## src/hw/rtl/lk2_pkg.sv

```systemverilog
// Package for the lookup2 byte hash: shared types, constants and the mix row function.
// No dependencies; lk2_collect, lk2_mix_pipe and lookup2_byte_hash import it.
`default_nettype none

package lk2_pkg;

    localparam int unsigned BLOCK_LEN = 12;
    localparam int unsigned MIX_ROWS  = 9;
    localparam int unsigned FILL_W    = 4;

    localparam logic [31:0] GOLDEN = 32'h9e3779b9;

    typedef struct packed {
        logic [31:0] a;
        logic [31:0] b;
        logic [31:0] c;
    } words_t;

    // Finish request: tail lanes, with the byte count already folded into word c.
    typedef struct packed {
        logic        had_block;
        logic [31:0] a_tail;
        logic [31:0] b_tail;
        logic [31:0] c_tail;
    } fin_job_t;

    typedef struct packed {
        logic [FILL_W-1:0] fill;
        logic              had_block;
    } clt_status_t;

    // One row of the mix: two subtracts and a shifted xor into one word.
    function automatic words_t mix_row(input words_t w, input int unsigned row);
        words_t r;
        r = w;
        case (row)
            0: r.a = (w.a - w.b - w.c) ^ (w.c >> 13);
            1: r.b = (w.b - w.c - w.a) ^ (w.a << 8);
            2: r.c = (w.c - w.a - w.b) ^ (w.b >> 13);
            3: r.a = (w.a - w.b - w.c) ^ (w.c >> 12);
            4: r.b = (w.b - w.c - w.a) ^ (w.a << 16);
            5: r.c = (w.c - w.a - w.b) ^ (w.b >> 5);
            6: r.a = (w.a - w.b - w.c) ^ (w.c >> 3);
            7: r.b = (w.b - w.c - w.a) ^ (w.a << 10);
            8: r.c = (w.c - w.a - w.b) ^ (w.b >> 15);
            default: r = w;
        endcase
        return r;
    endfunction

endpackage

`default_nettype wire

```

## src/hw/rtl/lk2_mix_pipe.sv

```systemverilog
// Nine-stage pipeline of the lookup2 mix, one row per stage.
// Depends on lk2_pkg.
`default_nettype none

module lk2_mix_pipe
    import lk2_pkg::*;
(
    input  wire logic   clk,
    input  wire logic   rst_n,
    input  wire logic   advance,
    input  wire logic   in_valid,
    input  wire words_t in_words,
    output logic        out_valid,
    output words_t      out_words
);

    logic [MIX_ROWS-1:0] valid_reg;
    logic [MIX_ROWS-1:0] valid_next;
    words_t              stage_reg [MIX_ROWS];
    words_t              stage_in  [MIX_ROWS];

    assign valid_next = {valid_reg[MIX_ROWS-2:0], in_valid};

    always_comb
    begin
        stage_in[0] = in_words;
        for (int k = 1; k < MIX_ROWS; k++)
        begin
            stage_in[k] = stage_reg[k-1];
        end
    end

    always_ff @(posedge clk or negedge rst_n)
    begin
        if (!rst_n)
        begin
            valid_reg <= '0;
        end
        else if (advance)
        begin
            valid_reg <= valid_next;
        end
    end

    // Payload loads only behind a valid request, so the last stage holds the newest result.
    for (genvar k = 0; k < MIX_ROWS; k++)
    begin : g_row
        always_ff @(posedge clk)
        begin
            if (advance && valid_next[k])
            begin
                stage_reg[k] <= mix_row(stage_in[k], k);
            end
        end
    end

    assign out_valid = valid_reg[MIX_ROWS-1];
    assign out_words = stage_reg[MIX_ROWS-1];

endmodule

`default_nettype wire

```

## config.mk

```make
export PLATFORM = sky130hd
export DESIGN_NAME = lk2_mix_pipe
export DESIGN_NICKNAME = d
export VERILOG_FILES = /design/src/hw/rtl/lk2_pkg.sv /design/src/hw/rtl/lk2_mix_pipe.sv
export SDC_FILE = /design/constraint.sdc
export NUM_CORES = 2
export LEC_CHECK = 0
export ABC_AREA = 1
export BUFFER_PORTS_ARGS = -buffer_cell sky130_fd_sc_hd__buf_2
export CORE_ASPECT_RATIO = 1.25
export CORE_MARGIN = 2
export CORE_UTILIZATION = 40
export DETAILED_ROUTE_END_ITERATION = 10
export PLACE_DENSITY_LB_ADDON = 0.3
export SETUP_SLACK_MARGIN = 0.4
export SYNTH_ARGS = -nofsm -noshare
export SYNTH_HDL_FRONTEND = slang
export SYNTH_SLANG_ARGS = --single-unit
```

## constraint.sdc

```tcl
create_clock -name clk -period 4.25 [get_ports clk]
set_clock_uncertainty 0.2 [all_clocks]
set_input_delay 0.2125 -clock clk [delete_from_list [all_inputs] [get_ports clk]]
set_output_delay 0.2125 -clock clk [all_outputs]
set_load 0.02 [all_outputs]
```

; ---- Word-level counts from Yosys, hierarchy flattened
; Memory sizes are Yosys's and may differ from the RTL's.
; Index checks and enable logic that the tools add are counted.
[totals]
mem_bits_rw = 864
mem_count = 1
out_inout_bits = 97
reg_bits = 9
[classes]
muxes = 36
addsub = 18
bitwise_logic = 9
reduce_logical = 9
[memory_table]
columns = name, depth, word_bits, read_ports, rd_ports_with_merged_regs, write_ports, line_no
row1 = stage_reg, 9, 96, 9, 0, 9, lk2_mix_pipe.sv:19  ; words_t stage_reg [MIX_ROWS];
[op_table]
columns = operator, n
row1 = $mux 64, 9
row2 = $sub 32x32->32, 18
row3 = $mux 32, 9
row4 = $xor 32x32->32, 3
row5 = $xor 32x19->32, 2
row6 = $xor 32x17->32, 1
row7 = $xor 32x20->32, 1
row8 = $xor 32x27->32, 1
row9 = $xor 32x29->32, 1
row10 = $mux 1, 18
row11 = $logic_and 1x1->1, 9

; ---- Longest topological paths before layout
[logic_depth]
depth_word = 4
depth_mapped = 14
depth_no_buf = 14

; ---- Least setup slack after synthesis
; No wires, ideal clock.
[synth_timing]
path_kind = input to register
from = input advance
to = memory stage_reg[0][672] in the netlist's numbering, enable pin
setup_time_ps = 450
t_arrival_ps = 2653
path_slack_ps = 948
stages = 4
cell_sequence = clkbuf_1 clkbuf_1 nand2_1 inv_1
[synth_lines]
columns = element, line_no
row1 = from (decl), lk2_mix_pipe.sv:10  ; input wire logic advance,
row2 = to (decl), lk2_mix_pipe.sv:19

==> flow_summary.json <==
{
  "power_density_nw_per_um2": 630,
  "p_leak_nw": 32.5,
  "hold_viol_final": 0,
  "endpoint_kind": "register",
  "clkSinkCount": 873,
  "crit_chain": "inv_1 -> fa_1 -> ha_1 -> nand2_1 -> nor2_1 -> nand2_1 -> nor3_1 -> nand2_1 -> nand3_1 -> nand2_1",
  "htreeDepth": 3,
  "arrival_ns": 3.79,
  "setup_viol": 0,
  "drc": 0,
  "worst_hold_path.num_cells": 2,
  "core_um2": 142000,
  "track_usage": 0.261,
  "postRouteAntennaNets": 0,
  "viasPerCell": 4.64,
  "io_buffers": 196,
  "crit_path_max_incr_delay_ns": 0.68,
  "crit_type": "register to register",
  "r2r-start": "stage_reg[0][440]",
  "antenna_found_initial": 1,
  "syn2layout_area_growth_pct": 14.8,
  "synthCells": 6441,
  "fin_crit_sh": 0.830,
  "setup_ws_ns": 0.724,
  "syn_area_um2": 57200,
  "tightest_slew_ns": 0.831,
  "num_rows": 155,
  "cts_buffers": 97,
  "synth.distinct_cells": 33,
  "drv_cap": 0,
  "avgSynthCellArea_um2": 8.87,
  "fmax_mhz": 284,
  "grt_pass1_wl_um": 272000,
  "final.min_clock_period_ns": 3.53,
  "drt_pass1_iterations": 5,
  "cts_root_buffer": "clkbuf_16",
  "r2r_slack_ns": 0.72,
  "hold_path_class": "input pin to register",
  "rsz0062_at_grt": "false",
  "grt_pass1_vias": 44300,
  "drt_iter0_markers": 1680,
  "synth_ff_type": "edfxtp_1",
  "slew_violations": 0,
  "totalWireLength_um": 187000,
  "diodes": 0,
  "setup_tns_ns": 0,
  "grt_max_degree": 97,
  "grt_overflow_total": 0,
  "ys_warn_count": 0,
  "synth_edf_count": 864,
  "wl_per_cell_um": 21.1,
  "initial_core_util": 0.402,
  "synthArstFlopShare": 0.0103,
  "worstPathMaxFanout": 4,
  "ioPinCount": 197,
  "timing.rr.end": "stage_reg[0][507]",
  "cts_tree": "built",
  "hold_start": "in_words[35]",
  "nFillCells": 13900,
  "fin_nets": 7573,
  "largest_reg_flops": 864,
  "cp-start-kind": "register",
  "yosysSeqAreaShare": 0.458,
  "die_h_um": 427,
  "cts_resized": 0,
  "ys_top_cells_by_area": "edfxtp_1 (45%), nand2_1 (13%), inv_1 (11%)",
  "fp.dieArea_um2": 146000,
  "synth_seq_cells": 873,
  "cpMostUsedCell": "nand2_1",
  "worstSkewPairLatency_ns": 0.73,
  "die_w_um": 342,
  "clkTransAtPathRegs_ns": 0.06,
  "num_vias": 41100,
  "drive_gt1_frac": 0.0673,
  "r2r_cells": 10,
  "multi_input_area_um2": 24800,
  "synthesis.nets": 7111,
  "slew-limit-headroom": 0.442,
  "gp_congestion": 1.00,
  "pre_cts_slack_ns": 0.799,
  "synth_top_cell_by_area": "edfxtp_1",
  "critPathRequiredTime_ns": 4.52,
  "synth_top_area_frac": 0.454,
  "dp_hpwl_um": 161000,
  "cts_buffer_depth": 3,
  "vdd_drop_max_mv": 0.325,
  "hold_path_end": "stage_reg[0][35]",
  "seq_area_um2": 26200,
  "slowest_stage": "edfxtp_1",
  "status": "finished, final reports clean"
}
Yosys cell counts (2+ instances only):
cell	number
a21o_1	8
a21oi_1	194
a31oi_1	4
and2_1	9
and3_1	2
clkbuf_1	2
dfrtp_1	9
edfxtp_1	864
fa_1	273
ha_1	297
inv_1	1643
nand2_1	1956
nand2_2	26
nand3_1	205
nand3_2	16
nand3b_1	26
nand4_1	31
nor2_1	379
nor2_2	5
nor3_1	35
nor4_1	4
o21a_1	8
o21ai_0	38
o21bai_1	25
o21bai_2	2
o21bai_4	2
or2_2	10
xnor2_1	137
xor2_1	227
per-stage QoR:
stage          std cells   util  total power, mW  hold WS [ns]  cell area, um2
2_1_floorplan       6441      -             25.2        -0.283           57200
5_1_grt             8871  0.461             44.1        0.0484           65600
3_5_place_dp        8565  0.428             32.5        -0.116           61000
3_3_place_gp        8565  0.428             32.4        -0.126           61000
6_report            8871  0.461             41.3        0.0631           65600
4_1_cts             8871  0.461             41.7     0.0000511           65600
cell families (layout without fill, tap and decap cells):
logic type	count (synthesis)	in the layout	synth area share
AND/OR/NAND/NOR	2706	2706	0.190
buffers and inverters	1645	2191	0.108
XOR/XNOR	364	364	0.0558
flip-flops	873	873	0.458
adder cells (fa/ha/maj)	570	570	0.161
AO/OA/AOI/OAI	283	283	0.0274
layer usage:
metal  part of all wire  wire [um]  vias to the layer above  track usage
met3              0.022       4180                      595       0.0231
li1                   -          -                    20600            -
met5                  0          0                        -            0
met4               0.11      21200                        0        0.252
met2               0.58     108000                      992        0.542
met1               0.29      54000                    18900        0.200
repair_timing:
action / CTS / global route
buffers inserted: 0 / 0
endpoints found under the hold margin: 114 / 0
hold buffers: 123 / 0
how the worst max path moves through the flow:
stage | startpoint | to
after global routing | stage_reg[0][230] | stage_reg[0][375]
after CTS | stage_reg[0][143] | stage_reg[0][217]
after detailed placement | stage_reg[0][143] | stage_reg[0][217]
after floorplan | advance | stage_reg[0][672]
after global placement | stage_reg[0][440] | stage_reg[0][507]
final | stage_reg[0][440] | stage_reg[0][507]
layout make-up:
type | instances | share of cell area
flip-flops and latches | 873 | 0.399
multi-input cells | 3923 | 0.378
inverters | 1643 | 0.0942
repair buffers | 365 | 0.0407
clock buffers | 105 | 0.0375
well taps | 1884 | 0.0359
clock inverters | 78 | 0.0145
cell usage in the layout, fill, tap and decap left out, types with 37 or more instances in the layout:
cell type and n:
a21oi_1 194, buf_2 196, buf_4 37, clkbuf_16 97
dlygate4sd3_1 123, edfxtp_1 864, fa_1 273, ha_1 297
inv_1 1634, nand2_1 1956, nand3_1 205, nor2_1 379
o21ai_0 38, xnor2_1 137, xor2_1 227
power breakdown:
group	switching, mW	internal [mW]	total (mW)
Clock	3.73	5.27	9.00
Sequential	0.970	11.6	12.5
Combinational	13.5	6.30	19.8
Total	18.2	23.1	41.3
worst max-delay path: cells and delay by family (launching register included):
kind,cells,cell delay [ns]
AND/OR/NAND/NOR,7,1.41
adder cells (fa/ha/maj),2,0.84
flip-flops,1,0.68
buffers and inverters,1,0.13
No activity file was read; power rests on OpenSTA's default activity.
