[config.mk]
export PLATFORM = sky130hd
export DESIGN_NAME = lk2_collect
export DESIGN_NICKNAME = d
export VERILOG_FILES = /design/src/hw/rtl/lk2_pkg.sv /design/src/hw/rtl/lk2_collect.sv
export SDC_FILE = /design/constraint.sdc
export NUM_CORES = 1
export LEC_CHECK = 0
export BUFFER_PORTS_ARGS = -buffer_cell sky130_fd_sc_hd__buf_2
export CELL_PAD_IN_SITES_DETAIL_PLACEMENT = 2
export CELL_PAD_IN_SITES_GLOBAL_PLACEMENT = 2
export CORE_UTILIZATION = 38
export DETAILED_ROUTE_END_ITERATION = 12
export GPL_ROUTABILITY_DRIVEN = 0
export PLACE_DENSITY_LB_ADDON = 0.1
export SYNTH_ARGS = -nofsm -noshare
export SYNTH_HDL_FRONTEND = slang
export SYNTH_SLANG_ARGS = --single-unit
export TNS_END_PERCENT = 10
[constraint.sdc]
create_clock -name clk -period 4.74 [get_ports clk]
set_input_delay 0.474 -clock clk [delete_from_list [all_inputs] [get_ports clk]]
set_output_delay 0.474 -clock clk [all_outputs]
set_load 0.05 [all_outputs]
[src/hw/rtl/lk2_pkg.sv]
// Package for the lookup2 byte hash: shared types, constants and the mix row function.
// No dependencies; lk2_collect, lk2_mix_pipe and lookup2_byte_hash import it.
`default_nettype none

package lk2_pkg;

    localparam int unsigned BLOCK_LEN = 12;
    localparam int unsigned MIX_ROWS  = 9;
    localparam int unsigned FILL_W    = 4;

    localparam logic [31:0] GOLDEN = 32'h9e3779b9;

    typedef struct packed {
        logic [31:0] a;
        logic [31:0] b;
        logic [31:0] c;
    } words_t;

    // Finish request: tail lanes, with the byte count already folded into word c.
    typedef struct packed {
        logic        had_block;
        logic [31:0] a_tail;
        logic [31:0] b_tail;
        logic [31:0] c_tail;
    } fin_job_t;

    typedef struct packed {
        logic [FILL_W-1:0] fill;
        logic              had_block;
    } clt_status_t;

    // One row of the mix: two subtracts and a shifted xor into one word.
    function automatic words_t mix_row(input words_t w, input int unsigned row);
        words_t r;
        r = w;
        case (row)
            0: r.a = (w.a - w.b - w.c) ^ (w.c >> 13);
            1: r.b = (w.b - w.c - w.a) ^ (w.a << 8);
            2: r.c = (w.c - w.a - w.b) ^ (w.b >> 13);
            3: r.a = (w.a - w.b - w.c) ^ (w.c >> 12);
            4: r.b = (w.b - w.c - w.a) ^ (w.a << 16);
            5: r.c = (w.c - w.a - w.b) ^ (w.b >> 5);
            6: r.a = (w.a - w.b - w.c) ^ (w.c >> 3);
            7: r.b = (w.b - w.c - w.a) ^ (w.a << 10);
            8: r.c = (w.c - w.a - w.b) ^ (w.b >> 15);
            default: r = w;
        endcase
        return r;
    endfunction

endpackage

`default_nettype wire

[src/hw/rtl/lk2_collect.sv]
// Byte collector: gathers 12-byte blocks, issues block and finish requests.
// Depends on lk2_pkg.
`default_nettype none

module lk2_collect
    import lk2_pkg::*;
(
    input  wire logic   clk,
    input  wire logic   rst_n,
    input  wire logic   advance,
    input  wire logic   fire,
    input  wire logic [7:0] data_byte,
    input  wire logic   has_byte,
    input  wire logic   last,
    input  wire words_t chain_words,
    output logic        blk_valid,
    output words_t      blk_words,
    output logic        fin_valid,
    output fin_job_t    fin_job,
    output clt_status_t status
);

    localparam logic [FILL_W-1:0] LAST_SLOT = FILL_W'(BLOCK_LEN - 1);

    logic [7:0]        bytes_reg [BLOCK_LEN];
    logic [FILL_W-1:0] fill_reg;
    logic [FILL_W-1:0] fill_next;
    logic [31:0]       count_reg;
    logic              had_block_reg;
    logic              had_block_next;
    logic              blk_valid_reg;
    words_t            blk_words_reg;
    logic              fin_valid_reg;
    fin_job_t          fin_job_reg;

    logic [7:0]        eff_bytes [BLOCK_LEN];
    logic [7:0]        tail_bytes [BLOCK_LEN];
    logic              block_done;
    words_t            base;
    words_t            blk_words_next;
    fin_job_t          fin_job_next;

    assign block_done     = has_byte && (fill_reg == LAST_SLOT);
    assign fill_next      = block_done ? '0 : fill_reg + {{(FILL_W-1){1'b0}}, has_byte};
    assign had_block_next = had_block_reg || block_done;

    always_comb
    begin
        for (int i = 0; i < BLOCK_LEN; i++)
        begin
            eff_bytes[i]  = (has_byte && fill_reg == FILL_W'(i)) ? data_byte : bytes_reg[i];
            tail_bytes[i] = (FILL_W'(i) < fill_next) ? eff_bytes[i] : 8'h00;
        end
    end

    // Chain on the previous block's mix, or start from the initial words.
    always_comb
    begin
        if (had_block_reg)
        begin
            base = chain_words;
        end
        else
        begin
            base = '{a: GOLDEN, b: GOLDEN, c: 32'h0};
        end
        blk_words_next.a = base.a + {eff_bytes[3], eff_bytes[2], eff_bytes[1], eff_bytes[0]};
        blk_words_next.b = base.b + {eff_bytes[7], eff_bytes[6], eff_bytes[5], eff_bytes[4]};
        blk_words_next.c = base.c + {eff_bytes[11], eff_bytes[10], eff_bytes[9], eff_bytes[8]};
    end

    // Tail lanes do not overlap, so they pack without carries; word c shifts up one byte.
    always_comb
    begin
        fin_job_next.had_block = had_block_next;
        fin_job_next.a_tail = {tail_bytes[3], tail_bytes[2], tail_bytes[1], tail_bytes[0]};
        fin_job_next.b_tail = {tail_bytes[7], tail_bytes[6], tail_bytes[5], tail_bytes[4]};
        fin_job_next.c_tail = count_reg + {tail_bytes[10], tail_bytes[9], tail_bytes[8], 8'h00}
                              + {31'h0, has_byte};
    end

    always_ff @(posedge clk)
    begin
        if (fire && has_byte)
        begin
            bytes_reg[fill_reg] <= data_byte;
        end
    end

    always_ff @(posedge clk or negedge rst_n)
    begin
        if (!rst_n)
        begin
            fill_reg      <= '0;
            count_reg     <= '0;
            had_block_reg <= 1'b0;
        end
        else if (fire)
        begin
            if (last)
            begin
                fill_reg      <= '0;
                count_reg     <= '0;
                had_block_reg <= 1'b0;
            end
            else
            begin
                fill_reg      <= fill_next;
                count_reg     <= count_reg + {31'h0, has_byte};
                had_block_reg <= had_block_next;
            end
        end
    end

    always_ff @(posedge clk or negedge rst_n)
    begin
        if (!rst_n)
        begin
            blk_valid_reg <= 1'b0;
            fin_valid_reg <= 1'b0;
        end
        else if (advance)
        begin
            blk_valid_reg <= fire && block_done;
            fin_valid_reg <= fire && last;
        end
    end

    always_ff @(posedge clk)
    begin
        if (advance && fire && block_done)
        begin
            blk_words_reg <= blk_words_next;
        end
        if (advance && fire && last)
        begin
            fin_job_reg <= fin_job_next;
        end
    end

    assign blk_valid        = blk_valid_reg;
    assign blk_words        = blk_words_reg;
    assign fin_valid        = fin_valid_reg;
    assign fin_job          = fin_job_reg;
    assign status.fill      = fill_reg;
    assign status.had_block = had_block_reg;

endmodule

`default_nettype wire

== After elaboration in Yosys (flattened, before gate mapping) ==
Memory sizes are Yosys's and may differ from the RTL's.
Index checks and enable logic that the tools add are counted.
Word-level totals
  register bits: 232
  latch bits: 0
  RAM bits: 96
  bits in read-only memories: 0
  input bits: 110
  memories: 1
Memories
  bytes_reg: depth 12, bits a word 8, read ports 12, clocked after Yosys merged registers in 0, wr ports 1, line lk2_collect.sv:25  | logic [7:0] bytes_reg [BLOCK_LEN];
Operators by class
  add/sub/neg operators: 7
  multipliers: 0
  divide/modulo/power cells: 0
  order comparisons: 11
  equality and inequality tests: 11
  shifts and indexed selects: 0
  muxes and demuxes: 22
  bitwise gates (word level): 0
  reduce and logical (&&, ||, !) cells: 20
Operators with widths (number)
  adder 32 bit: 4
  two-way mux 8 bit: 15
  two-way mux 96 bit: 1
  adder 32 x 1 -> 32 bit: 2
  two-way mux 32 bit: 1
  logical AND 1 bit: 18
  equality test 4 x 3 -> 1 bit (second input constant): 4
  equality test 4 bit (second input constant): 4
  < comparator 3 x 4 -> 1 bit (first input constant): 4
  < comparator 4 bit (first input constant): 3
  equality test 4 x 2 -> 1 bit (second input constant): 2
  < comparator 1 x 4 -> 1 bit (first input constant): 2
  < comparator 2 x 4 -> 1 bit (first input constant): 2
  two-way mux 4 bit: 2
  adder 4 x 1 -> 4 bit: 1
  equality test 4 x 1 -> 1 bit (second input constant): 1
  zero test 4 bit: 1
  two-way mux 1 bit: 3
  logical OR 1 bit: 1

== Longest topological paths before layout ==
  depth after elaboration: 7
  mapped depth: 18

== Worst setup path after synthesis ==
No wires, ideal clock.
  kind: flip-flop to flip-flop
  from: register fill_reg[1]
  to: register blk_words_reg (netlist bit blk_words[0]), enable pin
  library setup time: 0.466 ns
  arrival: 3.784 ns
  data required time: 4.274 ns
  setup slack: 0.490 ns
  stages on the path, launching flop included: 7
  path buffers: 3
  cells stage by stage: dfrtp_1 -> buf_4 -> nand2b_1 -> buf_2 -> nor2_1 -> clkbuf_1 -> and3_1
Between the ends
  longest elaborated chain between the ends: 3
Ends and longest elaborated chain
  start, declared: line lk2_collect.sv:26  | logic [FILL_W-1:0] fill_reg;
  start signal, assigned: line lk2_collect.sv:108  | fill_reg <= fill_next;
  equality test 4 bit: line lk2_collect.sv:43  | assign block_done = has_byte && (fill_reg == LAST_SLOT);
  logical AND 1 bit: line lk2_collect.sv:43
  logical AND 1 bit: line lk2_collect.sv:131  | if (advance && fire && block_done)
  end signal, assigned: line lk2_collect.sv:133  | blk_words_reg <= blk_words_next;
  end, declared: line lk2_collect.sv:32  | words_t blk_words_reg;
No other way between the ends.
A chain may end at the register's enable or synchronous reset.

==> out/results.ini <==
[floorplanning]
dieArea_mm2 = 0.0522
core-area_mm2 = 0.0504
start_util_pct = 38.7
std_cell_rows = 82
die-height_um = 229
pin_count = 310
die_width_um = 229

[global_routing]
grt_first_pass_wirelength_um = 101000
antenna_found_initial = 0
grt_pass1_vias = 16800
gr-usage-all-layers_pct = 25.0
grt_max_degree = 60
grtUsageMet1_pct = 30.5
grtUsageMet2_pct = 45.6
busiest_layer = met2
grt_use_met3_pct = 3.52
overflow = 0

[synthesis]
syn_area_per_cell_um2 = 11.2
synth_cells = 1742
ys_ff_latch = 328
synth-seq-area-share_pct = 49.5
synth_ff_type = edfxtp_1
syn_area_mm2 = 0.0195
synth_edf_count = 289
ys_async_sr_fraction_pct = 11.9
synth_cell_types = 89
yosysWarnings = 0
syn-num-nets = 1975

[sta]
clock.fmax_mhz = 225
finalCritPeriodShare_pct = 93.8
final-setup-viol-count = 0
tightest_slew_ns = 1.14
rsz0062_at_grt = false
setup_slack_ns = 0.294
max_slew_margin_pct = 23.2
finalSetupTns_ns = 0
fin_crit_ns = 4.45
report.final.hold_viol_count = 0
maxSlewViolCount = 0
skew_ns = 0.0160

[hold_path]
hp-class = primary input to asynchronous set/reset pin

[final_layout]
final-seq-area_mm2 = 0.00966
multi_input_area_mm2 = 0.00937
final_cell_mix = buf_2 (309), edfxtp_1 (289), ha_1 (120)
largest_register_ffs = 97
fill_cells = 5233
instances_no_fill = 2769
final_common_cell = buf_2
antenna_cells = 0
drive_above_1_share_pct = 25.0
area_growth_pct = 18.8
final_nets = 2299
design_area_mm2 = 0.0232

[route]
ant_nets = 0
wl_per_cell_um = 23.7
vias_per_cell = 5.42
vias = 15000
wirelength_um = 65700
firstDrtPassIters = 4
drcViolationCount = 0
drtIter0Drc = 664

[pwr]
irDropWorstVdd_v = 0.000242
powerDensity_mw_per_mm2 = 293
p_leak_nw = 9.66

[clocking]
cts_sinks = 328
root_buffer = clkbuf_16
cts_tree = yes
h-tree-depth = 2
cts-buffers-inserted = 40
clkTransAtPathRegs_ns = 0.06
clk_latency_ns = 0.56
holdBufCountCts = 0
clock_path_buffers = 3

[place]
dp_slack_ns = 0.0886
post-dp-hpwl_um = 49400
place_area_mm2 = 0.0219
dpl.cell_count = 2696
portBuffers = 309

[worst_setup_path]
path_max_fanout = 11
end_kind = register
path_delay_family = compound AO/OA/AOI/OAI gates
required_ns = 5.04
cp.arrival_ns = 4.75
crit_slowest_cell = dfrtp_1
criticalPathCategory = register to register
critPathMaxStageDelay_ns = 0.50
path_cells = nor3b_1 -> nand2_1 -> mux2_2 -> ha_1 -> fa_1 -> a211oi_2 -> o21ai_1 -> a311oi_2 -> a21oi_2 -> a21o_1 -> a2111oi_4 -> o41ai_1 -> xor2_1
critPathLaunchType = register
crit_buf_inv = 0

[run]
drv_cap = 0

[run_status]
status = completed

## cells in the mapped netlist (4+ instances only)
master	count	area, um^2
a211oi_1	5	37.5
a21boi_0	4	30.0
a21o_1	61	458
a21oi_1	115	576
a21oi_2	5	43.8
a221o_1	4	40.0
a31o_2	4	35.0
a31oi_1	11	68.8
and2_1	75	469
and3_1	30	188
buf_2	4	20.0
clkbuf_1	50	188
dfrtp_1	39	976
edfxtp_1	289	8680
ha_1	120	1500
inv_1	60	225
mux2_2	80	901
mux2i_1	12	120
nand2_1	103	387
nand2b_1	56	350
nand3_1	42	210
nand3b_1	5	37.5
nand4_1	16	100
nor2_1	105	394
nor2b_1	66	413
nor3_1	22	110
nor3b_1	5	37.5
o211ai_1	12	90.1
o21a_1	23	173
o21ai_0	65	325
o21ai_1	5	25.0
o21bai_1	23	173
o31ai_1	4	30.0
or2_2	4	25.0
xnor2_1	84	736
xor2_1	52	455
## worst reg2reg max path, stage by stage (launching register included)
cell,delay [ns]
dfrtp_1,0.50
nor3b_1,0.50
nand2_1,0.26
mux2_2,0.37
ha_1,0.24
fa_1,0.45
a211oi_2,0.26
o21ai_1,0.21
a311oi_2,0.33
a21oi_2,0.13
a21o_1,0.24
a2111oi_4,0.38
o41ai_1,0.15
xor2_1,0.16
## stage by stage
stage | utilization (%) | power [W] | hold slack, ns
finish | 46.0 | 0.00680 | 0.0811
global placement | 43.5 | 0.00386 | 0.517
global route | 46.0 | 0.00701 | 0.123
detailed placement | 43.5 | 0.00388 | 0.542
floorplan | - | 0.00364 | 0.178
CTS | 46.0 | 0.00688 | 0.0895
## final cells by class
class | instances | share of cell area [%]
Clock buffer | 57 | 4.91
Clock inverter | 16 | 0.459
Inverter | 60 | 0.972
Multi-Input combinational cell | 1292 | 40.5
Sequential cell | 328 | 41.7
Tap cell | 672 | 3.63
Timing Repair Buffer | 344 | 7.87
## power breakdown
| part | total [W] | internal [W] | switching [W] |
|---|---|---|---|
| Clock | 0.00298 | 0.00173 | 0.00125 |
| Combinational | 0.000609 | 0.000197 | 0.000412 |
| Sequential | 0.00321 | 0.00319 | 0.0000211 |
## metal layers
| metal | part of all wire, % | up-vias |
|---|---|---|
| met1 | 42 | 7610 |
| met3 | 3.2 | 93 |
| met2 | 52 | 292 |
| li1 | - | 7013 |
| met5 | 0 | - |
| met4 | 2.6 | 0 |
## worst paths after layout
path / cells after the start / startpoint / slack [ns] / endpoint
max: 13 / fill_reg[3] / 0.29 / blk_words[94]
max reg2reg: 13 / fill_reg[3] / 0.29 / blk_words[94]
min reg2reg: 1 / fin_valid / 0.55 / fin_valid
min in group clk: 2 / advance / 0.29 / fin_valid
max in group asynchronous: 1 / rst_n / 3.92 / had_block_reg
min: 1 / rst_n / 0.08 / count_reg[1]
## kinds of logic (layout without fill, tap and decap cells)
kind of cell | after synthesis | after routing | share of synthesized area (%)
fa+ha+maj | 123 | 123 | 8.01
simple gates | 549 | 549 | 14.9
flops | 328 | 328 | 49.5
xor+xnor | 136 | 136 | 6.11
mux | 92 | 92 | 5.23
buf+inv | 122 | 477 | 2.56
compound gates | 392 | 392 | 13.7
## timing repair
item,4_1_cts,5_1_grt
setup endpoints to repair,0,2
setup buffers,0,0
gates resized for setup,0,4
Power figures use the tool's default switching activity.
